## src/sv/assert_macros.svh

```systemverilog
// Assertion macros shared by the queue modules.
// Each macro expects the enclosing module to have i_clk and i_rst_n.
`ifndef ASSERT_MACROS_SVH
`define ASSERT_MACROS_SVH

// Property checked on every rising edge outside reset.
`define SPQ_ASSERT(label, prop, msg) \
    label: assert property (@(posedge i_clk) disable iff (!i_rst_n) prop) else $error(msg);

// Condition that must never be seen outside reset.
`define SPQ_ASSERT_NEVER(label, cond, msg) \
    label: assert property (@(posedge i_clk) disable iff (!i_rst_n) !(cond)) else $error(msg);

`endif

```

## src/sv/spq_pkg.sv

```systemverilog
package spq_pkg;

    localparam int QUEUE_DEPTH = 16;

    // Operation codes carried on the kind input.
    localparam logic KIND_INSERT = 1'b0;
    localparam logic KIND_REMOVE = 1'b1;

    typedef enum logic [1:0] {
        ST_OK    = 2'd0,
        ST_DUP   = 2'd1,
        ST_FULL  = 2'd2,
        ST_EMPTY = 2'd3
    } t_status;

    typedef struct packed {
        logic [15:0] handle;
        logic [7:0]  item_type;
        logic [15:0] prio;
    } t_entry;

    localparam int ENTRY_W = $bits(t_entry);

    // Commands from the controller to the datapath.
    typedef struct packed {
        logic    accept;
        logic    scan_check;
        logic    rd_prev;
        logic    shift_write;
        logic    ins_write;
        logic    take_head;
        logic    set_res;
        t_status res_code;
    } t_dp_cmd;

    // Status from the datapath to the controller.
    typedef struct packed {
        logic count_zero;
        logic full;
        logic dup;
        logic scan_last;
        logic shift_done;
    } t_dp_stat;

endpackage

```

## src/sv/sorted_priority_queue.sv

```systemverilog
// Channel   Direction  Transfer when          Signals
// command   in         start && !busy         i_kind, i_item_handle, i_item_type,
//                                             i_priority_req
// result    out        o_done (one cycle)     o_status, o_entry_count, o_out_handle,
//                                             o_out_type, o_out_priority
//
// A remove reads the head entry and then takes it; a remove from an empty queue goes straight
// to the result. An insert walks the stored entries and then moves the entries behind its
// place, as each entry checked or moved costs an address and a data step; a rejected insert
// ends where the check fails. The next command is taken the cycle after the result strobe.
// Reset is synchronous and active low; it empties the queue and leaves the store as it is.
// The receiver cannot stall: each result strobe is high for exactly one cycle.

module sorted_priority_queue #(
    parameter int QUEUE_DEPTH = spq_pkg::QUEUE_DEPTH
) (
    input  logic               i_clk,
    input  logic               i_rst_n,
    input  logic               start,
    output logic               busy,
    input  logic               i_kind,
    input  logic [15:0]        i_item_handle,
    input  logic [7:0]         i_item_type,
    input  logic signed [15:0] i_priority_req,
    output logic               o_done,
    output logic [1:0]         o_status,
    output logic [4:0]         o_entry_count,
    output logic [15:0]        o_out_handle,
    output logic [7:0]         o_out_type,
    output logic signed [15:0] o_out_priority
);

    // The entries live in a circular store addressed from a head pointer, so a
    // removal only advances the head and never moves data. An insertion first
    // walks the whole queue to check the handle against every stored entry and
    // to find the first entry with a strictly greater priority value; placing
    // the new entry there keeps entries of equal priority in arrival order.
    // The entries from that point to the tail are then copied up one place,
    // starting at the tail, and the new entry is written into the gap.

    spq_pkg::t_dp_cmd  cmd;
    spq_pkg::t_dp_stat stat;

    // The controller sequences the scan, shift and write steps.
    spq_ctrl u_ctrl (
        .i_clk   (i_clk),
        .i_rst_n (i_rst_n),
        .i_start (start),
        .i_kind  (i_kind),
        .i_stat  (stat),
        .o_cmd   (cmd),
        .o_busy  (busy),
        .o_done  (o_done)
    );

    // The datapath holds the store, the pointers and the result registers.
    spq_datapath #(
        .QUEUE_DEPTH (QUEUE_DEPTH)
    ) u_datapath (
        .i_clk          (i_clk),
        .i_rst_n        (i_rst_n),
        .i_cmd          (cmd),
        .i_item_handle  (i_item_handle),
        .i_item_type    (i_item_type),
        .i_priority_req (i_priority_req),
        .o_stat         (stat),
        .o_status       (o_status),
        .o_entry_count  (o_entry_count),
        .o_out_handle   (o_out_handle),
        .o_out_type     (o_out_type),
        .o_out_priority (o_out_priority)
    );

endmodule

```

## src/sv/spq_ram.sv

```systemverilog
module spq_ram #(
    parameter int WIDTH = spq_pkg::ENTRY_W,
    parameter int DEPTH = spq_pkg::QUEUE_DEPTH,
    localparam int AW = (DEPTH > 1) ? $clog2(DEPTH) : 1
) (
    input  logic             i_clk,
    input  logic             i_we,
    input  logic [AW-1:0]    i_waddr,
    input  logic [WIDTH-1:0] i_wdata,
    input  logic [AW-1:0]    i_raddr,
    output logic [WIDTH-1:0] o_rdata
);

    logic [WIDTH-1:0] r_mem [DEPTH];
    logic [WIDTH-1:0] r_rdata;

    always_ff @(posedge i_clk) begin
        if (i_we) begin
            r_mem[i_waddr] <= i_wdata;
        end
        r_rdata <= r_mem[i_raddr];
    end

    assign o_rdata = r_rdata;

endmodule

```

## src/sv/spq_datapath.sv

```systemverilog
`include "assert_macros.svh"

module spq_datapath #(
    parameter int QUEUE_DEPTH = spq_pkg::QUEUE_DEPTH,
    localparam int AW = (QUEUE_DEPTH > 1) ? $clog2(QUEUE_DEPTH) : 1,
    localparam int CW = $clog2(QUEUE_DEPTH + 1)
) (
    input  logic               i_clk,
    input  logic               i_rst_n,
    input  spq_pkg::t_dp_cmd   i_cmd,
    input  logic [15:0]        i_item_handle,
    input  logic [7:0]         i_item_type,
    input  logic signed [15:0] i_priority_req,
    output spq_pkg::t_dp_stat  o_stat,
    output logic [1:0]         o_status,
    output logic [4:0]         o_entry_count,
    output logic [15:0]        o_out_handle,
    output logic [7:0]         o_out_type,
    output logic signed [15:0] o_out_priority
);

    localparam int SW  = CW + 1;
    localparam int AW1 = AW + 1;
    localparam logic [SW-1:0]  DEPTH_S  = SW'(QUEUE_DEPTH);
    localparam logic [AW1-1:0] HEAD_LIM = AW1'(QUEUE_DEPTH);
    localparam logic [CW-1:0]  DEPTH_C  = CW'(QUEUE_DEPTH);

    // Logical position to physical address in the circular store.
    function automatic logic [AW-1:0] phys(input logic [AW-1:0] head,
                                            input logic [CW-1:0] lidx);
        logic [SW-1:0] sum;
        sum = SW'(head) + SW'(lidx);
        if (sum >= DEPTH_S) begin
            sum = sum - DEPTH_S;
        end
        return sum[AW-1:0];
    endfunction

    logic [CW-1:0]      r_count, n_count;
    logic [AW-1:0]      r_head, n_head;
    logic [CW-1:0]      r_idx, n_idx;
    logic [CW-1:0]      r_pos, n_pos;
    logic               r_found, n_found;
    logic [15:0]        r_req_handle, n_req_handle;
    logic [7:0]         r_req_type, n_req_type;
    logic signed [15:0] r_req_prio, n_req_prio;
    spq_pkg::t_status   r_status, n_status;
    logic [15:0]        r_out_handle, n_out_handle;
    logic [7:0]         r_out_type, n_out_type;
    logic [15:0]        r_out_prio, n_out_prio;

    logic                         ram_we;
    logic [AW-1:0]                ram_waddr;
    logic [AW-1:0]                ram_raddr;
    logic [spq_pkg::ENTRY_W-1:0]  ram_wdata;
    logic [spq_pkg::ENTRY_W-1:0]  ram_rdata;
    spq_pkg::t_entry              rd_entry;
    spq_pkg::t_entry              new_entry;
    logic [CW-1:0]                idx_m1;
    logic [AW1-1:0]               head_ext;
    logic [AW1-1:0]               head_p1;
    logic [CW+4:0]                count_ext;
    logic                         prio_gt;

    spq_ram #(
        .WIDTH (spq_pkg::ENTRY_W),
        .DEPTH (QUEUE_DEPTH)
    ) u_ram (
        .i_clk   (i_clk),
        .i_we    (ram_we),
        .i_waddr (ram_waddr),
        .i_wdata (ram_wdata),
        .i_raddr (ram_raddr),
        .o_rdata (ram_rdata)
    );

    assign rd_entry  = spq_pkg::t_entry'(ram_rdata);
    assign idx_m1    = r_idx - CW'(1);
    assign head_ext  = {1'b0, r_head};
    assign head_p1   = head_ext + AW1'(1);
    assign prio_gt   = $signed(rd_entry.prio) > r_req_prio;

    always_comb begin
        new_entry.handle    = r_req_handle;
        new_entry.item_type = r_req_type;
        new_entry.prio      = r_req_prio;
    end

    assign ram_raddr = i_cmd.rd_prev ? phys(r_head, idx_m1) : phys(r_head, r_idx);
    assign ram_waddr = phys(r_head, r_idx);
    assign ram_we    = i_cmd.shift_write | i_cmd.ins_write;
    assign ram_wdata = i_cmd.ins_write ? new_entry : ram_rdata;

    assign o_stat.count_zero = (r_count == '0);
    assign o_stat.full       = (r_count == DEPTH_C);
    assign o_stat.dup        = (rd_entry.handle == r_req_handle);
    assign o_stat.scan_last  = ((SW'(r_idx) + SW'(1)) == SW'(r_count));
    assign o_stat.shift_done = (r_idx == r_pos);

    always_comb begin
        n_count      = r_count;
        n_head       = r_head;
        n_idx        = r_idx;
        n_pos        = r_pos;
        n_found      = r_found;
        n_req_handle = r_req_handle;
        n_req_type   = r_req_type;
        n_req_prio   = r_req_prio;
        n_status     = r_status;
        n_out_handle = r_out_handle;
        n_out_type   = r_out_type;
        n_out_prio   = r_out_prio;

        if (i_cmd.accept) begin
            n_req_handle = i_item_handle;
            n_req_type   = i_item_type;
            n_req_prio   = i_priority_req;
            n_idx        = '0;
            n_pos        = r_count;
            n_found      = 1'b0;
        end
        if (i_cmd.scan_check) begin
            if (prio_gt && !r_found) begin
                n_pos   = r_idx;
                n_found = 1'b1;
            end
            n_idx = r_idx + CW'(1);
        end
        if (i_cmd.shift_write) begin
            n_idx = idx_m1;
        end
        if (i_cmd.ins_write) begin
            n_count = r_count + CW'(1);
        end
        if (i_cmd.take_head) begin
            n_count = r_count - CW'(1);
            n_head  = (head_p1 == HEAD_LIM) ? '0 : head_p1[AW-1:0];
        end
        if (i_cmd.set_res) begin
            n_status = i_cmd.res_code;
            if (i_cmd.take_head) begin
                n_out_handle = rd_entry.handle;
                n_out_type   = rd_entry.item_type;
                n_out_prio   = rd_entry.prio;
            end else begin
                n_out_handle = '0;
                n_out_type   = '0;
                n_out_prio   = '0;
            end
        end
    end

    always_ff @(posedge i_clk) begin
        if (!i_rst_n) begin
            r_count <= '0;
            r_head  <= '0;
            r_idx   <= '0;
            r_pos   <= '0;
            r_found <= 1'b0;
        end else begin
            r_count <= n_count;
            r_head  <= n_head;
            r_idx   <= n_idx;
            r_pos   <= n_pos;
            r_found <= n_found;
        end
    end

    always_ff @(posedge i_clk) begin
        r_req_handle <= n_req_handle;
        r_req_type   <= n_req_type;
        r_req_prio   <= n_req_prio;
        r_status     <= n_status;
        r_out_handle <= n_out_handle;
        r_out_type   <= n_out_type;
        r_out_prio   <= n_out_prio;
    end

    assign count_ext      = {5'b0, r_count};
    assign o_entry_count  = count_ext[4:0];
    assign o_status       = r_status;
    assign o_out_handle   = r_out_handle;
    assign o_out_type     = r_out_type;
    assign o_out_priority = r_out_prio;

    `SPQ_ASSERT(a_count_bound, r_count <= DEPTH_C, "entry count beyond queue depth")
    `SPQ_ASSERT(a_head_bound, head_ext < HEAD_LIM, "head pointer outside the store")
    `SPQ_ASSERT_NEVER(a_ins_full, i_cmd.ins_write && o_stat.full, "insert into a full queue")
    `SPQ_ASSERT_NEVER(a_rm_empty, i_cmd.take_head && o_stat.count_zero,
        "head taken from an empty queue")

endmodule

```

## src/sv/spq_ctrl.sv

```systemverilog
`include "assert_macros.svh"

module spq_ctrl (
    input  logic              i_clk,
    input  logic              i_rst_n,
    input  logic              i_start,
    input  logic              i_kind,
    input  spq_pkg::t_dp_stat i_stat,
    output spq_pkg::t_dp_cmd  o_cmd,
    output logic              o_busy,
    output logic              o_done
);

    typedef enum logic [8:0] {
        S_IDLE    = 9'b000000001,
        S_SCAN_RD = 9'b000000010,
        S_SCAN_CK = 9'b000000100,
        S_SH_RD   = 9'b000001000,
        S_SH_WR   = 9'b000010000,
        S_INS_WR  = 9'b000100000,
        S_RM_RD   = 9'b001000000,
        S_RM_LAT  = 9'b010000000,
        S_DONE    = 9'b100000000
    } t_state;

    t_state r_state, n_state;

    always_comb begin
        n_state = r_state;
        o_cmd   = '0;
        case (r_state)
            S_IDLE: begin
                if (i_start) begin
                    o_cmd.accept = 1'b1;
                    case (i_kind)
                        spq_pkg::KIND_REMOVE: begin
                            if (i_stat.count_zero) begin
                                o_cmd.set_res  = 1'b1;
                                o_cmd.res_code = spq_pkg::ST_EMPTY;
                                n_state        = S_DONE;
                            end else begin
                                n_state = S_RM_RD;
                            end
                        end
                        spq_pkg::KIND_INSERT: begin
                            n_state = i_stat.count_zero ? S_SH_RD : S_SCAN_RD;
                        end
                        default: begin
                            n_state = S_IDLE;
                        end
                    endcase
                end
            end
            S_SCAN_RD: begin
                n_state = S_SCAN_CK;
            end
            S_SCAN_CK: begin
                o_cmd.scan_check = 1'b1;
                if (i_stat.dup) begin
                    o_cmd.set_res  = 1'b1;
                    o_cmd.res_code = spq_pkg::ST_DUP;
                    n_state        = S_DONE;
                end else if (i_stat.scan_last) begin
                    if (i_stat.full) begin
                        o_cmd.set_res  = 1'b1;
                        o_cmd.res_code = spq_pkg::ST_FULL;
                        n_state        = S_DONE;
                    end else begin
                        n_state = S_SH_RD;
                    end
                end else begin
                    n_state = S_SCAN_RD;
                end
            end
            S_SH_RD: begin
                if (i_stat.shift_done) begin
                    n_state = S_INS_WR;
                end else begin
                    o_cmd.rd_prev = 1'b1;
                    n_state       = S_SH_WR;
                end
            end
            S_SH_WR: begin
                o_cmd.shift_write = 1'b1;
                n_state           = S_SH_RD;
            end
            S_INS_WR: begin
                o_cmd.ins_write = 1'b1;
                o_cmd.set_res   = 1'b1;
                o_cmd.res_code  = spq_pkg::ST_OK;
                n_state         = S_DONE;
            end
            S_RM_RD: begin
                n_state = S_RM_LAT;
            end
            S_RM_LAT: begin
                o_cmd.take_head = 1'b1;
                o_cmd.set_res   = 1'b1;
                o_cmd.res_code  = spq_pkg::ST_OK;
                n_state         = S_DONE;
            end
            S_DONE: begin
                n_state = S_IDLE;
            end
            default: begin
                n_state = S_IDLE;
            end
        endcase
    end

    always_ff @(posedge i_clk) begin
        if (!i_rst_n) begin
            r_state <= S_IDLE;
        end else begin
            r_state <= n_state;
        end
    end

    assign o_busy = (r_state != S_IDLE);
    assign o_done = (r_state == S_DONE);

    `SPQ_ASSERT(a_accept_busy, i_start && !o_busy |=> o_busy, "accepted command left block idle")
    `SPQ_ASSERT(a_done_idle, o_done |=> !o_busy, "block still busy after result strobe")
    `SPQ_ASSERT_NEVER(a_two_writes, o_cmd.shift_write && o_cmd.ins_write,
        "two store writes in one cycle")

endmodule
```

## config.mk

```make
export PLATFORM = sky130hd
export DESIGN_NAME = sorted_priority_queue
export DESIGN_NICKNAME = d
export VERILOG_FILES = /design/src/sv/spq_pkg.sv /design/src/sv/sorted_priority_queue.sv /design/src/sv/spq_ram.sv /design/src/sv/spq_datapath.sv /design/src/sv/spq_ctrl.sv
export VERILOG_INCLUDE_DIRS = /design/src /design/src/sv
export SDC_FILE = /design/constraint.sdc
export NUM_CORES = 1
export LEC_CHECK = 0
export BUFFER_PORTS_ARGS = -buffer_cell sky130_fd_sc_hd__buf_2
export CAP_MARGIN = 20
export CELL_PAD_IN_SITES_DETAIL_PLACEMENT = 0
export CELL_PAD_IN_SITES_GLOBAL_PLACEMENT = 2
export CORE_MARGIN = 1.5
export CORE_UTILIZATION = 45
export CTS_CLUSTER_SIZE = 8
export DETAILED_ROUTE_END_ITERATION = 12
export MAX_ROUTING_LAYER = met4
export PLACE_DENSITY = 0.83
export SLEW_MARGIN = 10
export SYNTH_ARGS = -nofsm -noshare
export SYNTH_HDL_FRONTEND = slang
export SYNTH_SLANG_ARGS = --single-unit
```

## constraint.sdc

```tcl
create_clock -name i_clk -period 7.35 [get_ports i_clk]
set_input_delay 0 -clock i_clk [delete_from_list [all_inputs] [get_ports i_clk]]
set_output_delay 0 -clock i_clk [all_outputs]
set_load 0.01 [all_outputs]
```

# Word-level counts from Yosys, hierarchy flattened
# Memories as Yosys holds them, arrays and structs flattened. A register that Yosys moved wholly into a read port is not among the register bits.
# Index checks and enable logic that the tools add are counted.
dict set report classes {
  add_sub_neg 10
  magnitude_cmp 3
  eq_ne 16
  mux 42
  n_bitwise 2
  n_reduce_logical 6
}
# operator n
set op_table {}
lappend op_table {{one-hot mux 9 bit (7 select lines)} 1}
lappend op_table {{2-to-1 mux 9 bit} 5}
lappend op_table {{2-to-1 mux 40 bit} 1}
lappend op_table {{2-to-1 mux 5 bit} 8}
lappend op_table {{2-to-1 mux 4 bit} 5}
lappend op_table {{2-to-1 mux 3 bit} 6}
lappend op_table {{one-hot mux 9 bit (2 select lines)} 1}
lappend op_table {{== test 16 bit} 1}
lappend op_table {{greater-than comparator 16 bit} 1}
lappend op_table {{2-to-1 mux 1 bit} 13}
lappend op_table {{adder 4 x 5 -> 6 bit} 2}
lappend op_table {{greater-or-equal comparator 6 x 5 -> 1 bit (second input constant)} 2}
lappend op_table {{adder 5 x 1 -> 5 bit (second input constant)} 2}
lappend op_table {{== test 5 bit (second input constant)} 2}
lappend op_table {{subtractor 5 x 1 -> 5 bit (second input constant)} 2}
lappend op_table {{== test 9 x 1 -> 1 bit (second input constant)} 1}
lappend op_table {{== test 9 x 2 -> 1 bit (second input constant)} 1}
lappend op_table {{== test 9 x 3 -> 1 bit (second input constant)} 1}
lappend op_table {{== test 9 x 4 -> 1 bit (second input constant)} 1}
lappend op_table {{== test 9 x 5 -> 1 bit (second input constant)} 1}
lappend op_table {{== test 9 x 6 -> 1 bit (second input constant)} 1}
lappend op_table {{== test 9 x 7 -> 1 bit (second input constant)} 1}
lappend op_table {{== test 9 x 8 -> 1 bit (second input constant)} 1}
lappend op_table {{== test 9 bit (second input constant)} 1}
lappend op_table {{other kinds (17)} 18}
dict set report totals {
  regBits 111
  ramBits 640
  mem_count 1
}
# name depth width rd rd_clocked_by_memory_dff wr line_no
set memory_table {}
lappend memory_table {u_datapath.u_ram.r_mem 16 40 1 1 1 spq_ram.sv:14} ;# logic [WIDTH-1:0] r_mem [DEPTH];

# Depth between registers and ports, before layout
# Gate-level depths: netlist of run 1.
dict set report logic_depth {
  depth_word 5
  depth_mapped 13
  ltp_nobuf 11
}

# Hierarchy
# A second synthesis of run 1 with hierarchy kept.
dict set report hier_totals {
  cells_unflattened 1552
  hier_area_um2 31058.5
}
# mod n_inst cells_per_inst area_per_inst_um2
set modules_own_cells {}
lappend modules_own_cells {spq_ram 1 1040 25131.6}
lappend modules_own_cells {spq_datapath 1 437 5322.6}
lappend modules_own_cells {spq_ctrl 1 75 604.3}

# Worst setup path after synthesis of run 1
# Ideal clock, no wire load.
dict set report synth_timing {
  kind {register to register}
  start {register u_datapath.r_head[0]}
  end {memory u_datapath.u_ram.r_mem[6][0] (netlist bit), enable pin}
  setup_time_ns 0.437
  t_arrival_ns 3.688
  required_time_ns 6.913
  slack_ns 3.225
  path_stages_with_launch 8
  period_less_slack_ns 4.125
  cell_sequence {dfxtp_1 > ha_1 > fa_1 > buf_2 > buf_2 > buf_1 > nand3_1 > nor2_1}
}
dict set report synth_via {
  elab_chain_cells 3
  elab_cells_between_ends 4
  classes_between {add/sub (2); order compare (1); mux (1)}
}
# element line_no
set synth_rtl {}
lappend synth_rtl {{start, declared} spq_datapath.sv:40} ;# logic [AW-1:0] r_head, n_head;
lappend synth_rtl {{start signal, assigned} spq_datapath.sv:162} ;# r_head <= n_head;
lappend synth_rtl {{adder 4 x 5 -> 6 bit (*)} spq_datapath.sv:32} ;# sum = SW'(head) + SW'(lidx);
lappend synth_rtl {{greater-or-equal comparator 6 x 5 -> 1 bit or subtractor 4 x 1 -> 4 bit (tied branches)} {spq_datapath.sv:33, spq_datapath.sv:34}}
lappend synth_rtl {{2-to-1 mux 4 bit (*)} spq_datapath.sv:33} ;# if (sum >= DEPTH_S) begin
lappend synth_rtl {{end, declared} spq_ram.sv:14}
# Every way passes the cells marked *; elsewhere a longest branch is shown, timed or not.

# Final worst setup path of run 1
dict set report layout_timing {
  start {register u_datapath.r_idx[0]}
  end {register u_datapath.u_ram.r_rdata[5], in the netlist u_datapath.u_ram.o_rdata[5], read port of u_datapath.u_ram.r_mem}
}
dict set report layout_via {
  elab_chain_cells 5
  elab_cells_between_ends 13
  classes_between {add/sub (5); order compare (2); eq/ne (1); mux (5)}
}
# element line_no
set layout_rtl {}
lappend layout_rtl {{start, declared} spq_datapath.sv:41} ;# logic [CW-1:0] r_idx, n_idx;
lappend layout_rtl {{start signal, assigned} spq_datapath.sv:163} ;# r_idx <= n_idx;
lappend layout_rtl {{subtractor 5 x 1 -> 5 bit} spq_datapath.sv:78} ;# assign idx_m1 = r_idx - CW'(1);
lappend layout_rtl {{adder 4 x 5 -> 6 bit} spq_datapath.sv:32}
lappend layout_rtl {{greater-or-equal comparator 6 x 5 -> 1 bit or subtractor 4 x 1 -> 4 bit (tied branches)} {spq_datapath.sv:33, spq_datapath.sv:34}}
lappend layout_rtl {{2-to-1 mux 4 bit} spq_datapath.sv:33}
lappend layout_rtl {{2-to-1 mux 4 bit (*)} spq_datapath.sv:89} ;# assign ram_raddr = i_cmd.rd_prev ? phys(r_head, idx_m1) : phys(r_head, r_idx);
lappend layout_rtl {{end, declared} spq_ram.sv:15} ;# logic [WIDTH-1:0] r_rdata;
# Marks and branches as above.
# A chain may end at the register's enable or synchronous reset.

==> impl_metrics.tcl, run 1 <==
set metrics [dict create \
    layout-drive-gt1-share_pct 18.9 \
    finalCritPeriodShare_pct 63.7 \
    min_to "u_datapath.r_req_handle[12]" \
    synth_top_area_share_pct 57.1 \
    post-place-ws_ps 2520 \
    wl_per_cell_um 25.4 \
    slew_viol_final 0 \
    ir_drop_mv 0.181 \
    layout_common_cells "722 x edfxtp_1, 710 x mux2i_1, 143 x mux4_2" \
    netlist_area_um2 38000 \
    synth_edf_count 722 \
    clockPowerShare_pct 45.3 \
    fin_tns_setup_ps 0 \
    syn_nets 2390 \
    num_io_pins 93 \
    grt_antenna_before_repair 4 \
    place.gp.congestion 0.770 \
    initial_utilization_pct 45.4 \
    fmax_ghz 0.213 \
    fp.dieW_um 293 \
    root_buffer "clkbuf_16" \
    ys_async_sr_fraction_pct 0 \
    syn_to_final_growth_pct 13.9 \
    hold_violations 0 \
    path_max_fanout 50 \
    worstHoldStart "i_item_handle[12]" \
    leakagePower_nw 16.0 \
    synthFlopType "edfxtp_1" \
    postCtsSetupRepairBufs 0 \
    grt_first_pass_wirelength_um 138000 \
    num_vias 21100 \
    cp_top_family "adder cells" \
    synth.largest_area_cell "edfxtp_1" \
    rows 106 \
    die_h_um 293 \
    power.share.combinational_pct 4.7 \
    synth.avg_cell_area_um2 16.4 \
    cp-start-kind "register" \
    crit_type "register to register" \
    ff2ff_setup_slack_ps 2670 \
    worstSkewPairLatency_ps 660 \
    r2r-start "u_datapath.r_idx[0]" \
    crit_chain "inv_1 -> ha_1 -> inv_1 -> fa_4 -> buf_4 -> mux2i_1 -> mux4_2 -> mux2i_1 -> mux2_2" \
    clkSlewWorstSetupHoldPaths_ps 50 \
    final_common_cell "edfxtp_1" \
    r2r-end "u_datapath.u_ram.o_rdata[5]" \
    via_per_inst 5.80 \
    grt_pass1_vias 22200 \
    max_cap_violations 0 \
    setup_viol 0 \
    cts_resized 0 \
    yosys-top-cells-area "edfxtp_1 57%, mux2i_1 19%, mux4_2 8.5%, dfxtp_1 3.6%, mux4_1 1.3%" \
    grt-ovfl-total 0 \
    drt_iter0_markers 1513 \
    drc 0 \
    dp_hpwl_um 50600 \
    synthCells 2315 \
    sw_frac_of_total_pct 21.4 \
    rsz0062_at_grt "no" \
    cp_data_required_time_ps 7950 \
    crit_buf_inv 3 \
    grtUsageTotal_pct 22.2 \
    pwr-share-seq_pct 50.0 \
    p_int_mw 7.98 \
    cts_buffers 108 \
    grt_max_degree 138 \
    core_um2 83600 \
    max_slew_margin_pct 25.0 \
    clockBufferDepth 3 \
    synth.distinct_cells 67 \
    htreeDepth 3 \
    cts_hold_buffers 44 \
    min_path_cells 2 \
    worst_pin_slew_ps 1130 \
    cp.arrival_ps 5280 \
    clock-skew-final_ps 19.1 \
    max_stage_delay_ps 1530 \
    clkSinkCount 791 \
    layout.nets 2555 \
    min-delay-path-class "primary input to register" \
    ys_warn_count 0 \
    outcome "finished, final reports clean" \
    dieArea_um2 86100 \
    end_kind "register" \
    dpl.cell_count 3403 \
    min_period_ps 4680 \
    r2r_cells 9 \
    switchingPower_mw 2.17 \
    wl_um 92400 \
    setup_slack_ps 2670 \
    dr.pass1.iters 5 \
    final_cells 3642 \
    drtAntennaViolNets 0 \
    portBuffers 92 \
    synth.ff_latch_count 791 \
    yosysSeqAreaShare_pct 60.8 \
    power_density_nw_per_um2 235 \
    cts_tree "done" \
    crit_slowest_cell "fa_4" \
    antennaDiodeCount 0 \
]
-- cells by family (layout without fill, tap and decap cells) --
kind of cell    count (synthesis)  after routing  share of synthesized area (%)
compound gates                 84             84                           1.47
xor+xnor                       40             40                          0.979
fa+ha+maj                      31             31                           1.08
buf+inv                       169            416                           2.40
flops                         791            791                           60.8
mux                           909            909                           29.6
simple gates                  291            291                           3.69
-- how the worst max path moves through the flow --
| stage | start | slack (ps) | cells after the start | endpoint |
|---|---|---|---|---|
| after floorplan | u_datapath.r_head[0] | 3220 | 7 | u_datapath.u_ram.r_mem[6][0] |
| after global placement | u_ctrl.r_state[4] | 2580 | 9 | u_datapath.u_ram.o_rdata[24] |
| after detailed placement | u_ctrl.r_state[4] | 2520 | 9 | u_datapath.u_ram.o_rdata[24] |
| after CTS | u_ctrl.r_state[4] | 2530 | 9 | u_datapath.u_ram.o_rdata[24] |
| after global routing | u_ctrl.r_state[4] | 2250 | 9 | u_datapath.u_ram.o_rdata[24] |
| final | u_datapath.r_idx[0] | 2670 | 9 | u_datapath.u_ram.o_rdata[5] |
-- synthesized netlist by cell type, types with 4 or more instances --
cell type and number:
xnor2_1 11, mux2_2 36, buf_2 13, mux2i_1 710, mux4_2 143, nor3_1 5
a21oi_1 17, nor2_1 46, mux4_1 19, or3_1 6, buf_6 14, ha_1 28
o21a_1 4, a21o_1 8, nand2_1 130, inv_1 27, nor4b_1 6, dfxtp_1 69
and2_1 42, edfxtp_1 722, nor4_1 6, a211oi_1 7, nor2b_1 4, dlygate4sd1_1 4
buf_4 7, nand4_1 4, a31o_2 4, o21ai_0 24, xor2_1 27, and3_1 10
clkbuf_1 90, nand3_1 16
-- flip-flops by register name (all words and copies together), names as in the netlist, 9 cells and up --
name	count
u_datapath.u_ram.o_rdata	40
u_datapath.r_req_prio	16
u_ctrl.r_state	9
u_datapath.u_ram.r_mem	640
u_datapath.r_req_handle	16
u_datapath.o_out_handle	16
u_datapath.o_out_priority	16
-- area by class of cell --
class / count / area [um^2]
Fill cell: 6763 / 40300
Tap cell: 1080 / 1350
Sequential cell: 791 / 23100
Multi-Input combinational cell: 1355 / 14200
Inverter: 28 / 105
Timing Repair Buffer: 196 / 1450
Clock buffer: 188 / 3070
Clock inverter: 4 / 50.0
-- worst register-to-register path: stages, from the launching register on --
cell     delay (ps)
dfxtp_1         550
inv_1           170
ha_1            400
inv_1           130
fa_4           1530
buf_4           710
mux2i_1         220
mux4_2          520
mux2i_1         220
mux2_2          190
-- through the flow --
step	hold WS, ps	power [mW]	util, %	area [um^2]
floorplan	98.9	5.43	-	38000
global placement	176	5.61	47.4	39600
detailed placement	178	5.62	47.4	39600
CTS	14.5	10.2	51.7	43200
global route	41.9	10.5	51.7	43200
finish	44.9	10.2	51.7	43200
-- power by group through the flow --
stage	registers, mW	logic [mW]	clock network, mW
final	5.08	0.476	4.61
after global routing	5.08	0.521	4.90
after CTS	5.08	0.480	4.69
after detailed placement	5.16	0.459	0
after global placement	5.16	0.447	0
after floorplan	5.15	0.281	0
-- per-layer routing --
layer	vias up	routed length, um	global-route usage, %
met1	11000	40600	29.0
met4	0	2150	6.59
met3	154	4120	2.77
met5	-	0	-
li1	9496	-	-
met2	507	45500	36.6
(Power assumes the default switching activity.)
==> run 2: changes to the inputs <==
- CORE_UTILIZATION: 45 -> 43
- clock period: 7.35 -> 4.1 ns (I/O delays scaled with it)
==> impl_metrics.tcl, run 2 (synthesis results as in run 1) <==
set metrics [dict create \
    power_density_nw_per_um2 414 \
    finalCritPeriodShare_pct 89.8 \
    clockPowerShare_pct 45.4 \
    power.share.combinational_pct 4.8 \
    wl_um 94100 \
    place.gp.congestion 0.791 \
    grt_first_pass_wirelength_um 140000 \
    drt_iter0_markers 1403 \
    largest_register_ffs 640 \
    portBuffers 92 \
    syn_to_final_growth_pct 16.0 \
    wl_per_cell_um 25.0 \
    htreeDepth 3 \
    grt_pass1_vias 22600 \
    slew_viol_final 0 \
    fmax_ghz 0.272 \
    fill_cells 7167 \
    root_buffer "clkbuf_16" \
    switchingPower_mw 3.97 \
    fp.dieW_um 300 \
    largest-register "u_datapath.u_ram.r_mem" \
    max_slew_margin_pct 35.4 \
    grt_max_degree 129 \
    cp-start-kind "register" \
    pwr-share-seq_pct 49.9 \
    crit_slowest_cell "fa_4" \
    layout.nets 2599 \
    outcome "finished, final reports clean" \
    path_max_fanout 40 \
    clkSinkCount 791 \
    initial_utilization_pct 43.6 \
    drtAntennaViolNets 0 \
    setup_viol 0 \
    cts_resized 0 \
    cp_data_required_time_ps 4710 \
    placed_area_um2 40500 \
    max_cap_violations 0 \
    worstSkewPairLatency_ps 680 \
    final_common_cell "edfxtp_1" \
    cp.arrival_ps 4290 \
    num_vias 21600 \
    crit_type "register to register" \
    cp.depth 9 \
    rows 108 \
    layout-drive-gt1-share_pct 20.2 \
    dp_hpwl_um 52600 \
    grt_antenna_before_repair 0 \
    power_mw 18.3 \
    dieArea_um2 90100 \
    p_int_mw 14.3 \
    core_um2 87200 \
    cts_tree "done" \
    hold_violations 0 \
    dr.pass1.iters 5 \
    ir_drop_mv 0.304 \
    crit_chain "buf_4 -> ha_1 -> fa_4 -> buf_4 -> mux2i_1 -> mux4_2 -> and3_1 -> a211oi_1 -> a31o_2" \
    postLayoutCellArea_um2 44000 \
    r2r_cells 9 \
    antennaDiodeCount 0 \
    crit_buf_inv 2 \
    min_period_ps 3680 \
    fin_util_pct 50.5 \
    clockBufferDepth 3 \
    die_h_um 300 \
    end_kind "register" \
    cts_hold_buffers 47 \
    leakagePower_nw 16.4 \
    clock-skew-final_ps 31.2 \
    num_io_pins 93 \
    via_per_inst 5.74 \
    postCtsSetupRepairBufs 0 \
    clkSlewWorstSetupHoldPaths_ps 50 \
    layout_common_cells "722 x edfxtp_1, 710 x mux2i_1, 143 x mux4_2" \
    grtUsageTotal_pct 21.5 \
    max_stage_delay_ps 1030 \
    cts_buffers 109 \
    sw_frac_of_total_pct 21.7 \
    cpMostUsedCell "buf_4" \
    fin_tns_setup_ps 0 \
    worst_pin_slew_ps 966 \
    grt-ovfl-total 0 \
    min-delay-path-class "primary input to register" \
    min_path_cells 2 \
    cp_top_family "adder cells" \
    rsz0062_at_grt "no" \
    drc 0 \
]
[run 2: worst paths after layout]
check,from,endpoint,slack [ps]
max,u_datapath.r_idx[0],u_datapath.u_ram.o_rdata[24],420
min,i_item_type[0],u_datapath.r_req_type[0],40
max reg2reg,u_datapath.r_idx[0],u_datapath.u_ram.o_rdata[24],420
min reg2reg,u_datapath.r_found,u_datapath.r_found,460
[run 2: routing by layer]
metal	GRT usage, %	vias up	share of wire, %
met3	2.80	161	4.5
met1	27.0	11300	42
li1	-	9578	-
met2	36.1	531	51
met5	-	-	0
met4	7.53	0	2.9
[run 2: power groups by stage]
stage          registers, mW  clock network, mW  logic (mW)
2_1_floorplan           9.24                  0       0.503
3_3_place_gp            9.25                  0       0.817
4_1_cts                 9.10               8.45       0.883
6_report                9.10               8.29       0.867
3_5_place_dp            9.26                  0       0.840
5_1_grt                 9.10               8.77       0.951
[run 2: worst register-to-register path: stages, from the launching register on]
cell	delay (ps)
dfxtp_1	310
buf_4	170
ha_1	240
fa_4	1030
buf_4	680
mux2i_1	170
mux4_2	470
and3_1	190
a211oi_1	230
a31o_2	140
[run 2: cell type report]
| type | instances | area, um^2 | share of cell area (%) |
|---|---|---|---|
| Sequential cell | 791 | 23100 | 52.4 |
| Tap cell | 1155 | 1450 | 3.28 |
| Clock buffer | 183 | 3020 | 6.85 |
| Inverter | 28 | 105 | 0.239 |
| Timing Repair Buffer | 239 | 2160 | 4.90 |
| Clock inverter | 9 | 113 | 0.256 |
| Multi-Input combinational cell | 1355 | 14200 | 32.1 |
[run 2: metrics by stage]
stage	cells	worst slack (ps)	hold WS (ps)
6_report	3760	420	38.0
5_1_grt	3760	255	25.2
4_1_cts	3760	414	0.346
3_5_place_dp	3521	438	178
3_3_place_gp	3521	432	178
2_1_floorplan	2315	-25.4	98.9
